### src/rtl/core/iarc_pkg.sv
// Package for the IMU attitude and rate conditioner.
// Holds the shared widths, constants, register and function codes, types and helpers.
// No dependencies.
package iarc_pkg;

    // Fraction bits of the rate filter state (valid range 8 to 24)
    localparam int FILTER_FRAC_BITS = 16;

    localparam int ANGLE_W     = 14;
    localparam int ANGLE_OUT_W = 13;
    localparam int RATE_W      = 16;
    localparam int RATE_OUT_W  = 24;
    localparam int STATE_W     = 32;
    localparam int GAIN_W      = 17;
    localparam int DEADBAND_W  = 12;
    localparam int CFG_ADDR_W  = 1;
    localparam int CFG_DATA_W  = 17;
    localparam int OUT_FRAC_BITS = 8;

    localparam int ANGLE_CLAMP = 5760;
    localparam int HALF_TURN   = 2827;
    localparam int FULL_TURN   = 5655;
    localparam int GAIN_ONE    = 65536;
    localparam int ROUND_HALF  = 32768;
    localparam int GAIN_SHIFT  = 16;

    localparam logic [GAIN_W-1:0]     ALPHA_GAIN_RESET = GAIN_W'(6554);
    localparam logic [DEADBAND_W-1:0] DEADBAND_RESET   = DEADBAND_W'(45);

    typedef enum logic [CFG_ADDR_W-1:0] {
        CFG_ALPHA_GAIN = 1'b0,
        CFG_DEADBAND   = 1'b1
    } iarc_cfg_addr_t;

    typedef enum logic {
        FUNC_LOCK   = 1'b0,
        FUNC_SAMPLE = 1'b1
    } iarc_func_t;

    typedef logic signed [ANGLE_W-1:0]     iarc_angle_t;
    typedef logic signed [ANGLE_OUT_W-1:0] iarc_angle_out_t;
    typedef logic signed [RATE_W-1:0]      iarc_rate_t;
    typedef logic signed [RATE_OUT_W-1:0]  iarc_rate_out_t;

    // Control shared by the three rate filter channels
    typedef struct packed {
        logic              update;
        logic [GAIN_W-1:0] gain;
    } iarc_filt_ctrl_t;

    function automatic iarc_angle_t clamp_angle(input iarc_angle_t raw);
        iarc_angle_t lim;
        lim = ANGLE_W'(ANGLE_CLAMP);
        if (raw > lim)
            return lim;
        else if (raw < -lim)
            return -lim;
        else
            return raw;
    endfunction

endpackage

### src/rtl/core/iarc_angle.sv
// Relative angle unit: clamp, subtract reference, wrap to half a turn, apply deadband.
// Depends on iarc_pkg.
module iarc_angle (
    input  iarc_pkg::iarc_angle_t             raw,
    input  iarc_pkg::iarc_angle_t             reference,
    input  logic [iarc_pkg::DEADBAND_W-1:0]   deadband,
    output iarc_pkg::iarc_angle_out_t         angle
);
    import iarc_pkg::*;

    localparam int DW = ANGLE_W + 1;
    localparam logic signed [DW-1:0] HALF  = DW'(HALF_TURN);
    localparam logic signed [DW-1:0] FULL  = DW'(FULL_TURN);
    localparam logic signed [DW-1:0] FULL2 = DW'(2 * FULL_TURN);
    localparam logic signed [DW-1:0] EDGE2 = DW'(HALF_TURN + FULL_TURN);

    logic signed [DW-1:0]     diff;
    logic signed [DW-1:0]     wrapped;
    logic [DEADBAND_W-1:0]    mag;

    always_comb
    begin
        diff = DW'(clamp_angle(raw)) - DW'(reference);
        // after clamping, at most two turns need to be removed
        if (diff > EDGE2)
            wrapped = diff - FULL2;
        else if (diff > HALF)
            wrapped = diff - FULL;
        else if (diff < -EDGE2)
            wrapped = diff + FULL2;
        else if (diff < -HALF)
            wrapped = diff + FULL;
        else
            wrapped = diff;
        mag = wrapped[DW-1] ? DEADBAND_W'(-wrapped) : DEADBAND_W'(wrapped);
        if (mag < deadband)
            angle = '0;
        else
            angle = wrapped[ANGLE_OUT_W-1:0];
    end

endmodule

### config.mk
export PLATFORM = sky130hd
export DESIGN_NAME = iarc_angle
export DESIGN_NICKNAME = d
export VERILOG_FILES = /design/src/rtl/core/iarc_pkg.sv /design/src/rtl/core/iarc_angle.sv
export SDC_FILE = /design/constraint.sdc
export NUM_CORES = 1
export LEC_CHECK = 0
export ABC_AREA = 0
export ABC_CLOCK_PERIOD_IN_PS = 7850
export BUFFER_PORTS_ARGS = -buffer_cell sky130_fd_sc_hd__buf_2
export CORE_ASPECT_RATIO = 0.75
export CORE_MARGIN = 1
export CORE_UTILIZATION = 55
export DETAILED_ROUTE_END_ITERATION = 16
export PLACE_DENSITY = 0.76
export SETUP_SLACK_MARGIN = 0.02
export SYNTH_ARGS = -nofsm -noshare
export SYNTH_HDL_FRONTEND = slang
export SYNTH_SLANG_ARGS = --single-unit
### constraint.sdc
create_clock -name vclk -period 7.85
set_clock_uncertainty 0.15 [all_clocks]
set_input_delay 0.3925 -clock vclk [all_inputs]
set_output_delay 0.3925 -clock vclk [all_outputs]
set_load 0.005 [all_outputs]
; Yosys cells after proc, flatten, opt, wreduce, memory -nomap -nowiden
; Index checks and enable logic that the tools add are counted.
[totals]
regBits = 0
in_bits = 40
output_inout_bits = 13
[classes]
n_addsub = 6
n_lt_le_gt_ge = 7
muxes = 8
[op_table]
columns = op, n
row1 = $mux W15, 4
row2 = $mux W14, 2
row3 = $add A15 B14 Y15 const B, 1
row4 = $add A15 B15 Y15 const B, 1
row5 = $gt A15 B13 Y1 const B, 1
row6 = $gt A15 B15 Y1 const B, 1
row7 = $lt A15 B13 Y1 const B, 1
row8 = $lt A15 B15 Y1 const B, 1
row9 = $sub A14 B14 Y15, 1
row10 = $sub A15 B14 Y15 const B, 1
row11 = $sub A15 B15 Y15 const B, 1
row12 = $gt A14 B14 Y1 const B, 1
row13 = $lt A14 B14 Y1 const B, 1
row14 = $mux W13, 1
row15 = $lt A12 B12 Y1, 1
row16 = $mux W12, 1
row17 = $neg A12 Y12, 1

; Logic depth before layout (Yosys ltp)
; Gate-level depths: netlist of run 1.
[logic_depth]
word_depth = 13
ltp_mapped = 37

; Least setup slack after synthesis of run 1
; No wires, ideal clock.
[synth_path]
path_kind = input port to output port
from = input port raw[3]
to = output port angle[10]
arrival_ns = 6.644
setup_slack_ns = 0.664
path_stages = 34
path_buffers = 1
cell_sequence = nor4_1 > nand2_1 > a21oi_1 > nor3_1 > o211ai_1 > nor2b_1 > nand2_1 > ha_1 > inv_1 > fa_1 > inv_1 > ha_1 > a21oi_1 > o311ai_1 > a21oi_2 > o41ai_4 > o211ai_4 > a21o_1 > and2_1 > ha_1 > and4b_1 > a31oi_1 > xor2_1 > ha_1 > a21o_1 > a21oi_1 > nor2b_1 > o21ai_0 > nand2b_1 > a21oi_1 > nor2b_1 > nor4_4 > buf_4 > nor2_1
[synth_between]
elab_chain_len = 13
word_cells_on_any_way = 21
classes_between = 6 x add/sub / 7 x order compare / 8 x mux
[synth_rtl]
columns = item, line
row1 = "start, declared", iarc_angle.sv:4  ; input iarc_pkg::iarc_angle_t raw,
row2 = $lt A14 B14 Y1, iarc_pkg.sv:56  ; else if (raw < -lim)
row3 = $mux W14, iarc_pkg.sv:56
row4 = $mux W14 (*), iarc_pkg.sv:54  ; if (raw > lim)
row5 = $sub A14 B14 Y15 (*), iarc_angle.sv:23  ; diff = DW'(clamp_angle(raw)) - DW'(reference);
row6 = $add A15 B14 Y15 or $lt A15 B13 Y1 (tied branches), "iarc_angle.sv:32, iarc_angle.sv:31"
row7 = $mux W15, iarc_angle.sv:31  ; else if (diff < -HALF)
row8 = $mux W15, iarc_angle.sv:29  ; else if (diff < -EDGE2)
row9 = $mux W15, iarc_angle.sv:27  ; else if (diff > HALF)
row10 = $mux W15 (*), iarc_angle.sv:25  ; if (diff > EDGE2)
row11 = $neg A12 Y12, iarc_angle.sv:35  ; mag = wrapped[DW-1] ? DEADBAND_W'(-wrapped) : DEADBAND_W'(wrapped);
row12 = $mux W12, iarc_angle.sv:35
row13 = $lt A12 B12 Y1, iarc_angle.sv:36  ; if (mag < deadband)
row14 = $mux W13 (*), iarc_angle.sv:36
row15 = "end, declared", iarc_angle.sv:7  ; output iarc_pkg::iarc_angle_out_t angle
; Mark *: on every way between the ends. The rest lies on a longest branch, timed or not.

; Worst setup path after layout of run 1
; Same ends and word-level chain as after synthesis.

==> flow_metrics.env, run 1 <==
export IMPL_pre_cts_slack_ns=0.03584
export IMPL_ant_nets=0
export IMPL_dp_hpwl_um=8596
export IMPL_clock_buffers=0
export IMPL_finalNonFillerCells=596
export IMPL_core_area_mm2=0.005468
export IMPL_fin_util_pct=76.70
export IMPL_drt_initial_drc_count=497
export IMPL_diodes=0
export IMPL_routed_wl_um=11290
export IMPL_drive_above_1_share_pct=36.66
export IMPL_tns_ns=0
export IMPL_dpl_cell_area_mm2=0.003650
export IMPL_hp_class="primary input to output pin"
export IMPL_powerDensity_mw_per_mm2=332.9
export IMPL_ys_warn_count=0
export IMPL_slew_headroom_pct=52.40
export IMPL_critPathKind="primary input to output pin"
export IMPL_post_drt_wl_per_cell_um=18.93
export IMPL_cpMaxStageDelayCell="o41ai_4"
export IMPL_netlist_instances=427
export IMPL_required_ns=7.31
export IMPL_worstSetupStartpointType="primary input"
export IMPL_wl_met1_um=5214
export IMPL_drc_errors=0
export IMPL_setup_viol=0
export IMPL_routed_top_layer="met4"
export IMPL_ir_drop_v=0.0002589
export IMPL_grt_pass1_vias=3118
export IMPL_dieArea_mm2=0.006125
export IMPL_place_gp_congestion=1.002
export IMPL_die_h_um=68.03
export IMPL_arrival_ns=7.02
export IMPL_hold_depth=7
export IMPL_synth_avg_cell_area_um2=7.487
export IMPL_area_growth_pct=31.19
export IMPL_layout_setup_ws_ns=0.2911
export IMPL_hold_viol_final=0
export IMPL_grt_pass1_wl_um=16240
export IMPL_cp_end_kind="output pin"
export IMPL_vias=3826
export IMPL_path_delay_family="compound AO/OA/AOI/OAI gates"
export IMPL_synthDistinctLibCells=91
export IMPL_floorplan_initialDensity_pct=58.47
export IMPL_tightest_slew_ns=0.7066
export IMPL_grtUsageTotal_pct=33.32
export IMPL_p_total_mw=1.396
export IMPL_period_share_pct=96.29
export IMPL_fin_nets=601
export IMPL_crit_buf_inv=5
export IMPL_portBuffers=53
export IMPL_avgViaCountPerCell=6.419
export IMPL_rows=23
export IMPL_crit_cells=36
export IMPL_overflow=0
export IMPL_leakagePower_nw=1.893
export IMPL_route_met3_wl_um=1259
export IMPL_fillers=390
export IMPL_ys_seq_area_share_pct=0
export IMPL_cap_violations=0
export IMPL_worstPathMaxFanout=8
export IMPL_slowest_delay_ns=0.36
export IMPL_synth_nets=505
export IMPL_routed_wl_met2_um=4646
export IMPL_dp_cells=565
export IMPL_fin_area_mm2=0.004194
export IMPL_die_w_um=90.04
export IMPL_fmax_ghz=0.1323
export IMPL_design_seq_count=0
export IMPL_slew_violations=0
export IMPL_status="finished clean"
export IMPL_ios=53
export IMPL_netlist_area_mm2=0.003197
export IMPL_fin_crit_ns=7.559
export IMPL_final_seq_area_um2=0
export IMPL_grt_max_degree=18
export IMPL_hold_ws_ns=1.428
export IMPL_dr_pass1_iters=5
export IMPL_postCtsHoldBufs=0
export IMPL_antenna_found_initial=0
==> logic make-up (layout without fill, tap and decap cells) <==
| logic type | after synthesis | count (layout) | synth area share (%) |
|---|---|---|---|
| compound gates | 165 | 165 | 42.74 |
| xor+xnor | 28 | 29 | 9.902 |
| fa+ha+maj | 38 | 38 | 15.11 |
| buf+inv | 54 | 147 | 7.397 |
| mux | 3 | 3 | 0.9785 |
| simple gates | 139 | 139 | 23.88 |
==> power by group <==
part           switching (mW)  total, mW  internal (mW)
Combinational           0.783       1.40          0.614
Clock                       0          0              0
Sequential                  0          0              0
==> metal layers <==
layer / up-vias / track usage (%)
met1: 1778 / 52.91
met3: 24 / 3.556
met5: - / 0
li1: 1798 / -
met2: 226 / 48.76
met4: 0 / 2.419
==> synth_stat cells, types with 7 or more instances <==
library cell / number / share of area, %
a21o_1: 9 / 2.1
a21oi_1: 28 / 4.4
a31oi_1: 10 / 2.0
and2_1: 10 / 2.0
ha_1: 37 / 14
inv_1: 39 / 4.6
nand2_1: 32 / 3.8
nand2b_1: 7 / 1.4
nor2_1: 40 / 4.7
nor2b_1: 7 / 1.4
o21a_1: 8 / 1.9
o21ai_0: 17 / 2.7
xnor2_1: 16 / 4.4
xor2_1: 7 / 1.9
==> cell type report <==
cell class / instances / area, um^2 / share of cell area [%]
inverters: 40 / 150.1 / 3.580
multi-input cells: 374 / 3263 / 77.80
well taps: 75 / 93.84 / 2.237
repair buffers: 107 / 686.9 / 16.38
==> placed cells by master, fill, tap and decap left out, types with 10 or more instances in the layout <==
cell type and n:
inv_1 38, nor2_1 38, ha_1 32, o21ai_0 16
buf_2 53, xnor2_1 15, nand2_1 32, buf_4 52
a21oi_1 23, a31oi_1 10
==> tightest hold or removal path: stages <==
cell	delay (ns)
buf_2	0.10
inv_1	0.08
ha_1	0.20
nor4_4	0.06
buf_4	0.15
nor2_1	0.07
buf_2	0.11
==> what timing repair did <==
| item | 4_1_cts | 5_1_grt |
|---|---|---|
| setup endpoints to repair | 9 | 13 |
| pin swaps | 0 | 32 |
| gates cloned | 0 | 1 |
| gates resized for setup | 1 | 52 |
| buffers inserted | 0 | 30 |
==> worst paths after layout <==
check,from,to,slack [ns]
worst min-delay path,deadband[11],angle[0],1.43
worst max-delay path,raw[3],angle[10],0.29
Note: power is estimated with default switching activity, not from simulation.
==> inputs of run 2 (changes only) <==
- ABC_CLOCK_PERIOD_IN_PS: 7850 -> 8100
- clock period: 7.85 -> 8.1 ns (I/O delays scaled with it)
==> run 2 against run 1 <==
Clock-buffer cell count did not move. First-iteration DRC count fell by 26%. Critical path depth fell by 1. Die area did not move. Wire length fell by 8.5%. Core utilization fell by 6.3 points. Cell area fell by 8.2%. Via count fell by 3.3%. Critical path type unchanged.
==> flow_metrics.env, run 2 (synthesized netlist as in run 1, its figures left out) <==
export IMPL_arrival_ns=7.11
export IMPL_area_growth_pct=20.39
export IMPL_fin_nets=574
export IMPL_worstPathMaxFanout=13
export IMPL_hold_viol_final=0
export IMPL_drive_above_1_share_pct=29.35
export IMPL_portBuffers=53
export IMPL_finalNonFillerCells=569
export IMPL_period_share_pct=94.64
export IMPL_hold_depth=7
export IMPL_design_seq_count=0
export IMPL_tightest_slew_ns=0.6533
export IMPL_fin_crit_ns=7.666
export IMPL_slew_violations=0
export IMPL_place_gp_congestion=1.060
export IMPL_dp_cells=559
export IMPL_ir_drop_v=0.0002429
export IMPL_avgViaCountPerCell=6.504
export IMPL_dpl_cell_area_mm2=0.003605
export IMPL_setup_viol=0
export IMPL_grt_pass1_wl_um=15860
export IMPL_critPathKind="primary input to output pin"
export IMPL_leakagePower_nw=1.732
export IMPL_vias=3701
export IMPL_slew_headroom_pct=56.45
export IMPL_status="finished clean"
export IMPL_dp_hpwl_um=8203
export IMPL_min_from="deadband[11]"
export IMPL_cp_end_kind="output pin"
export IMPL_antenna_found_initial=0
export IMPL_floorplan_initialDensity_pct=58.47
export IMPL_rsz0062_at_grt="false"
export IMPL_core_area_mm2=0.005468
export IMPL_rows=23
export IMPL_post_drt_wl_per_cell_um=18.15
export IMPL_final_common_cell="buf_2"
export IMPL_mostFrequentLayoutCells="buf_2 (53), nor2_1 (39), inv_1 (38), ha_1 (36), nand2_1 (32)"
export IMPL_overflow=0
export IMPL_cpMaxStageDelayCell="o41ai_4"
export IMPL_fin_area_mm2=0.003849
export IMPL_slowest_delay_ns=0.39
export IMPL_grt_pass1_vias=3117
export IMPL_ant_nets=0
export IMPL_tns_ns=0
export IMPL_setup_worst_path_start="raw[0]"
export IMPL_hp_class="primary input to output pin"
export IMPL_grtUsageTotal_pct=31.92
export IMPL_ios=53
export IMPL_required_ns=7.55
export IMPL_die_h_um=68.03
export IMPL_grt_max_degree=18
export IMPL_final_seq_area_um2=0
export IMPL_drt_initial_drc_count=366
export IMPL_diodes=0
export IMPL_p_total_mw=1.245
export IMPL_die_w_um=90.04
export IMPL_dr_pass1_iters=5
export IMPL_routed_wl_um=10330
export IMPL_drc_errors=0
export IMPL_clock_buffers=0
export IMPL_powerDensity_mw_per_mm2=323.5
export IMPL_min_to="angle[0]"
export IMPL_cap_violations=0
export IMPL_worstSetupStartpointType="primary input"
export IMPL_fmax_ghz=0.1304
export IMPL_dieArea_mm2=0.006125
## run 2: cell count changes in the layout (fill, tap and decap cells not counted), moves of 3 or more
cell and change:
buf_4 -26, ha_1 +4, a21oi_1 +3, a21oi_2 -3
ha_2 -3
## run 2: cell type report
cell class,count,area [um^2]
well taps,75,93.84
multi-input cells,374,3124
inverters,40,150.1
repair buffers,80,480.5
fillers,477,1619
## run 2: metrics by stage
stage          util, %  hold slack [ns]  setup slack, ns
2_1_floorplan        -            1.038           0.8885
4_1_cts          66.06            1.427          0.09741
3_3_place_gp     65.93            1.420           0.2710
6_report         70.39            1.424           0.4339
5_1_grt          70.39            1.493          0.01000
3_5_place_dp     65.93            1.427          0.05081
## run 2: worst max path at each step
stage                     end  slack, ns  cells after the start
global route         angle[4]       0.01                     34
global placement     angle[6]       0.27                     38
floorplan           angle[10]       0.89                     34
detailed placement   angle[1]       0.05                     38
CTS                  angle[1]        0.1                     36
finish              angle[10]       0.43                     35
## run 2: report_power, final
| part | internal (mW) | leakage [nW] | switching (mW) |
|---|---|---|---|
| logic | 0.527 | 1.73 | 0.718 |
| clock network | 0 | 0 | 0 |
| registers | 0 | 0 | 0 |
| total | 0.527 | 1.73 | 0.718 |
## run 2: repair_timing
item,4_1_cts,5_1_grt
gates cloned,0,1
endpoints found under the setup margin,7,13
hold buffers,0,0
gates resized for setup,1,25
setup buffers,0,9
pin swaps,0,9
## run 2: critical path, delay by kind of cell
family / cells / cell delay, ns
AOI/OAI and AO/OA: 13 / 2.74
buffers and inverters: 4 / 0.69
xor gates and xnor gates: 1 / 0.19
and+or+nand+nor: 14 / 2.27
adders and majority gates: 3 / 0.82
## run 2: routing by layer
layer	routed length [um]	GRT usage, %
met1	4791	46.92
met2	4158	48.00
met3	1267	8.222
met4	111	2.621
met5	0	0
==> inputs of run 3 (changes only) <==
- ABC_CLOCK_PERIOD_IN_PS: 8100 -> 6590
- PLACE_DENSITY: 0.76 -> 0.79
- clock period: 8.1 -> 6.59 ns (I/O delays scaled with it)
==> run 3 against run 2 <==
The flow now stops in global routing (5_1_grt). Synthesized cell count stayed put. Area after synthesis did not move.
==> flow_metrics.env, run 3 <==
export IMPL_synth_top_area_cell="ha_1"
export IMPL_grt_max_degree=15
export IMPL_worstEndpointType="top-level output"
export IMPL_synth_nets=505
export IMPL_netlist_instances=427
export IMPL_synth_area_top_cells="ha_1 (14%), nor2_1 (4.7%), inv_1 (4.6%), a21oi_1 (4.4%), xnor2_1 (4.4%)"
export IMPL_status="aborted with a tool error"
export IMPL_portBuffers=53
export IMPL_yosysMostFrequentCell="nor2_1"
export IMPL_yosys_top_cells_count="nor2_1 (40), inv_1 (39), ha_1 (37), nand2_1 (32), a21oi_1 (28)"
export IMPL_synth_avg_cell_area_um2=7.487
export IMPL_ys_seq_area_share_pct=0
export IMPL_dp_cells=668
export IMPL_stop_error="[ERROR DPL-0038] Utilization greater than 100%, impossible to legalize"
export IMPL_outcome_stop_stage="global routing (5_1_grt)"
export IMPL_dp_hpwl_um=9508
export IMPL_die_w_um=90.04
export IMPL_ys_warn_count=0
export IMPL_die_h_um=68.03
export IMPL_ios=53
export IMPL_postCtsHoldBufs=0
export IMPL_netlist_area_mm2=0.003197
export IMPL_rows=23
export IMPL_netlist_area_leader_share_pct=14.48
export IMPL_floorplan_initialDensity_pct=58.47
export IMPL_grt_worst_endpoint="angle[4]"
export IMPL_place_gp_congestion=1.003
export IMPL_synthDistinctLibCells=91
[run 3: cell families after synthesis]
family          Yosys count  share of synthesized area, %
compound gates          165                         42.74
buf+inv                  54                         7.397
xor+xnor                 28                         9.902
mux                       3                        0.9785
simple gates            139                         23.88
fa+ha+maj                38                         15.11
[run 3: repair_timing]
| action | 4_1_cts |
|---|---|
| setup endpoints to repair | 13 |
| resized for setup | 48 |
| setup buffers | 33 |
| gates cloned | 1 |
| pin swaps | 42 |
[run 3: per-stage QoR]
step	TNS (ns)	instance area, um^2	util (%)	setup WS (ns)
4_1_cts	-4.243	5015	91.72	-0.3445
3_5_place_dp	-8.849	4487	82.06	-0.7007
3_3_place_gp	-4.584	4487	82.06	-0.3684
2_1_floorplan	0	3267	-	0.01303
==> inputs of run 4 (changes only) <==
- ABC_CLOCK_PERIOD_IN_PS: 6590 -> 8600
- CORE_ASPECT_RATIO: 0.75 -> default
- CORE_UTILIZATION: 55 -> 40
- PLACE_DENSITY: 0.79 -> default
- PLACE_DENSITY_LB_ADDON: default -> 0.15
- SETUP_SLACK_MARGIN: 0.02 -> default
- clock period: 6.59 -> 8.6 ns (I/O delays scaled with it)
==> run 4 against run 3 <==
The run now ends clean.
==> flow_metrics.env, run 4 (synthesized netlist as in run 1, its figures left out) <==
export IMPL_fin_util_pct=47.67
export IMPL_drc_errors=0
export IMPL_cpMaxStageDelayCell="xnor2_1"
export IMPL_slew_violations=0
export IMPL_hp_class="primary input to output pin"
export IMPL_diodes=0
export IMPL_floorplan_initialDensity_pct=41.37
export IMPL_avgViaCountPerCell=5.894
export IMPL_fin_nets=565
export IMPL_period_share_pct=93.25
export IMPL_hold_ws_ns=1.298
export IMPL_leakagePower_nw=1.665
export IMPL_tightest_slew_ns=0.8459
export IMPL_pre_cts_slack_ns=0.6253
export IMPL_place_gp_congestion=0.9855
export IMPL_drive_above_1_share_pct=25.57
export IMPL_post_drt_wl_per_cell_um=15.88
export IMPL_ant_nets=0
export IMPL_area_growth_pct=15.22
export IMPL_ir_drop_v=0.0001283
export IMPL_vias=3460
export IMPL_status="finished clean"
export IMPL_postCtsHoldBufs=0
export IMPL_grt_pass1_vias=3303
export IMPL_dr_pass1_iters=5
export IMPL_die_w_um=91.40
export IMPL_final_seq_area_um2=0
export IMPL_tns_ns=0
export IMPL_grt_max_degree=18
export IMPL_required_ns=8.02
export IMPL_grt_pass1_wl_um=15570
export IMPL_hold_depth=6
export IMPL_worstSetupStartpointType="primary input"
export IMPL_portBuffers=53
export IMPL_design_seq_count=0
export IMPL_routed_wl_um=9322
export IMPL_worstPathMaxFanout=9
export IMPL_layout_setup_ws_ns=0.5801
export IMPL_final_common_cell="buf_2"
export IMPL_arrival_ns=7.44
export IMPL_dpl_cell_area_mm2=0.003608
export IMPL_hold_viol_final=0
export IMPL_ios=53
export IMPL_rows=32
export IMPL_fmax_ghz=0.1247
export IMPL_dieArea_mm2=0.008354
export IMPL_p_total_mw=1.092
export IMPL_grtUsageTotal_pct=22.32
export IMPL_dp_hpwl_um=7700
export IMPL_clock_buffers=0
export IMPL_fin_crit_ns=8.020
export IMPL_dp_cells=582
export IMPL_finalNonFillerCells=587
export IMPL_core_area_mm2=0.007727
export IMPL_powerDensity_mw_per_mm2=296.5
export IMPL_slew_headroom_pct=43.61
export IMPL_cap_violations=0
export IMPL_overflow=0
export IMPL_die_h_um=91.40
export IMPL_critPathKind="primary input to output pin"
export IMPL_drt_initial_drc_count=190
export IMPL_mostFrequentLayoutCells="buf_2 (53), nor2_1 (40), inv_1 (39), ha_1 (37), nand2_1 (32)"
export IMPL_fin_area_mm2=0.003684
export IMPL_slowest_delay_ns=0.64
export IMPL_setup_viol=0
export IMPL_antenna_found_initial=0
export IMPL_cp_end_kind="output pin"
[run 4: layer usage]
| metal | GRT usage, % | vias to the layer above | wire [um] |
|---|---|---|---|
| met5 | 0 | - | 0 |
| met4 | 3.175 | 0 | 72 |
| met3 | 1.759 | 10 | 487 |
| met2 | 36.15 | 108 | 4148 |
| met1 | 32.60 | 1611 | 4612 |
| li1 | - | 1731 | - |
[run 4: repair_timing]
item                                   in CTS  in global routing
setup endpoints to repair                   0                  9
endpoints found under the hold margin       0                  0
setup buffers                               0                  5
resized for setup                           0                  6
[run 4: worst paths after layout]
check / to / slack (ns) / start
worst min-delay path: angle[3] / 1.30 / deadband[11]
worst max-delay path: angle[6] / 0.58 / raw[7]
[run 4: layout make-up]
cell class                 instances  area, um^2
fill                             802        4044
multi-input combinational        373        2998
timing repair buffer              72       407.9
inverter                          40       150.1
tap                              102       127.6
[run 4: where the power goes]
part	total, mW	internal [mW]	switching [mW]
sequential	0	0	0
combinational	1.09	0.462	0.630
clock	0	0	0
total	1.09	0.462	0.630
[run 4: worst max-delay path: cells and delay by family]
kind | cells | cell delay [ns]
simple gates | 11 | 1.81
xor+xnor | 2 | 0.78
buf+inv | 5 | 0.67
compound gates | 13 | 2.53
fa+ha+maj | 4 | 1.22
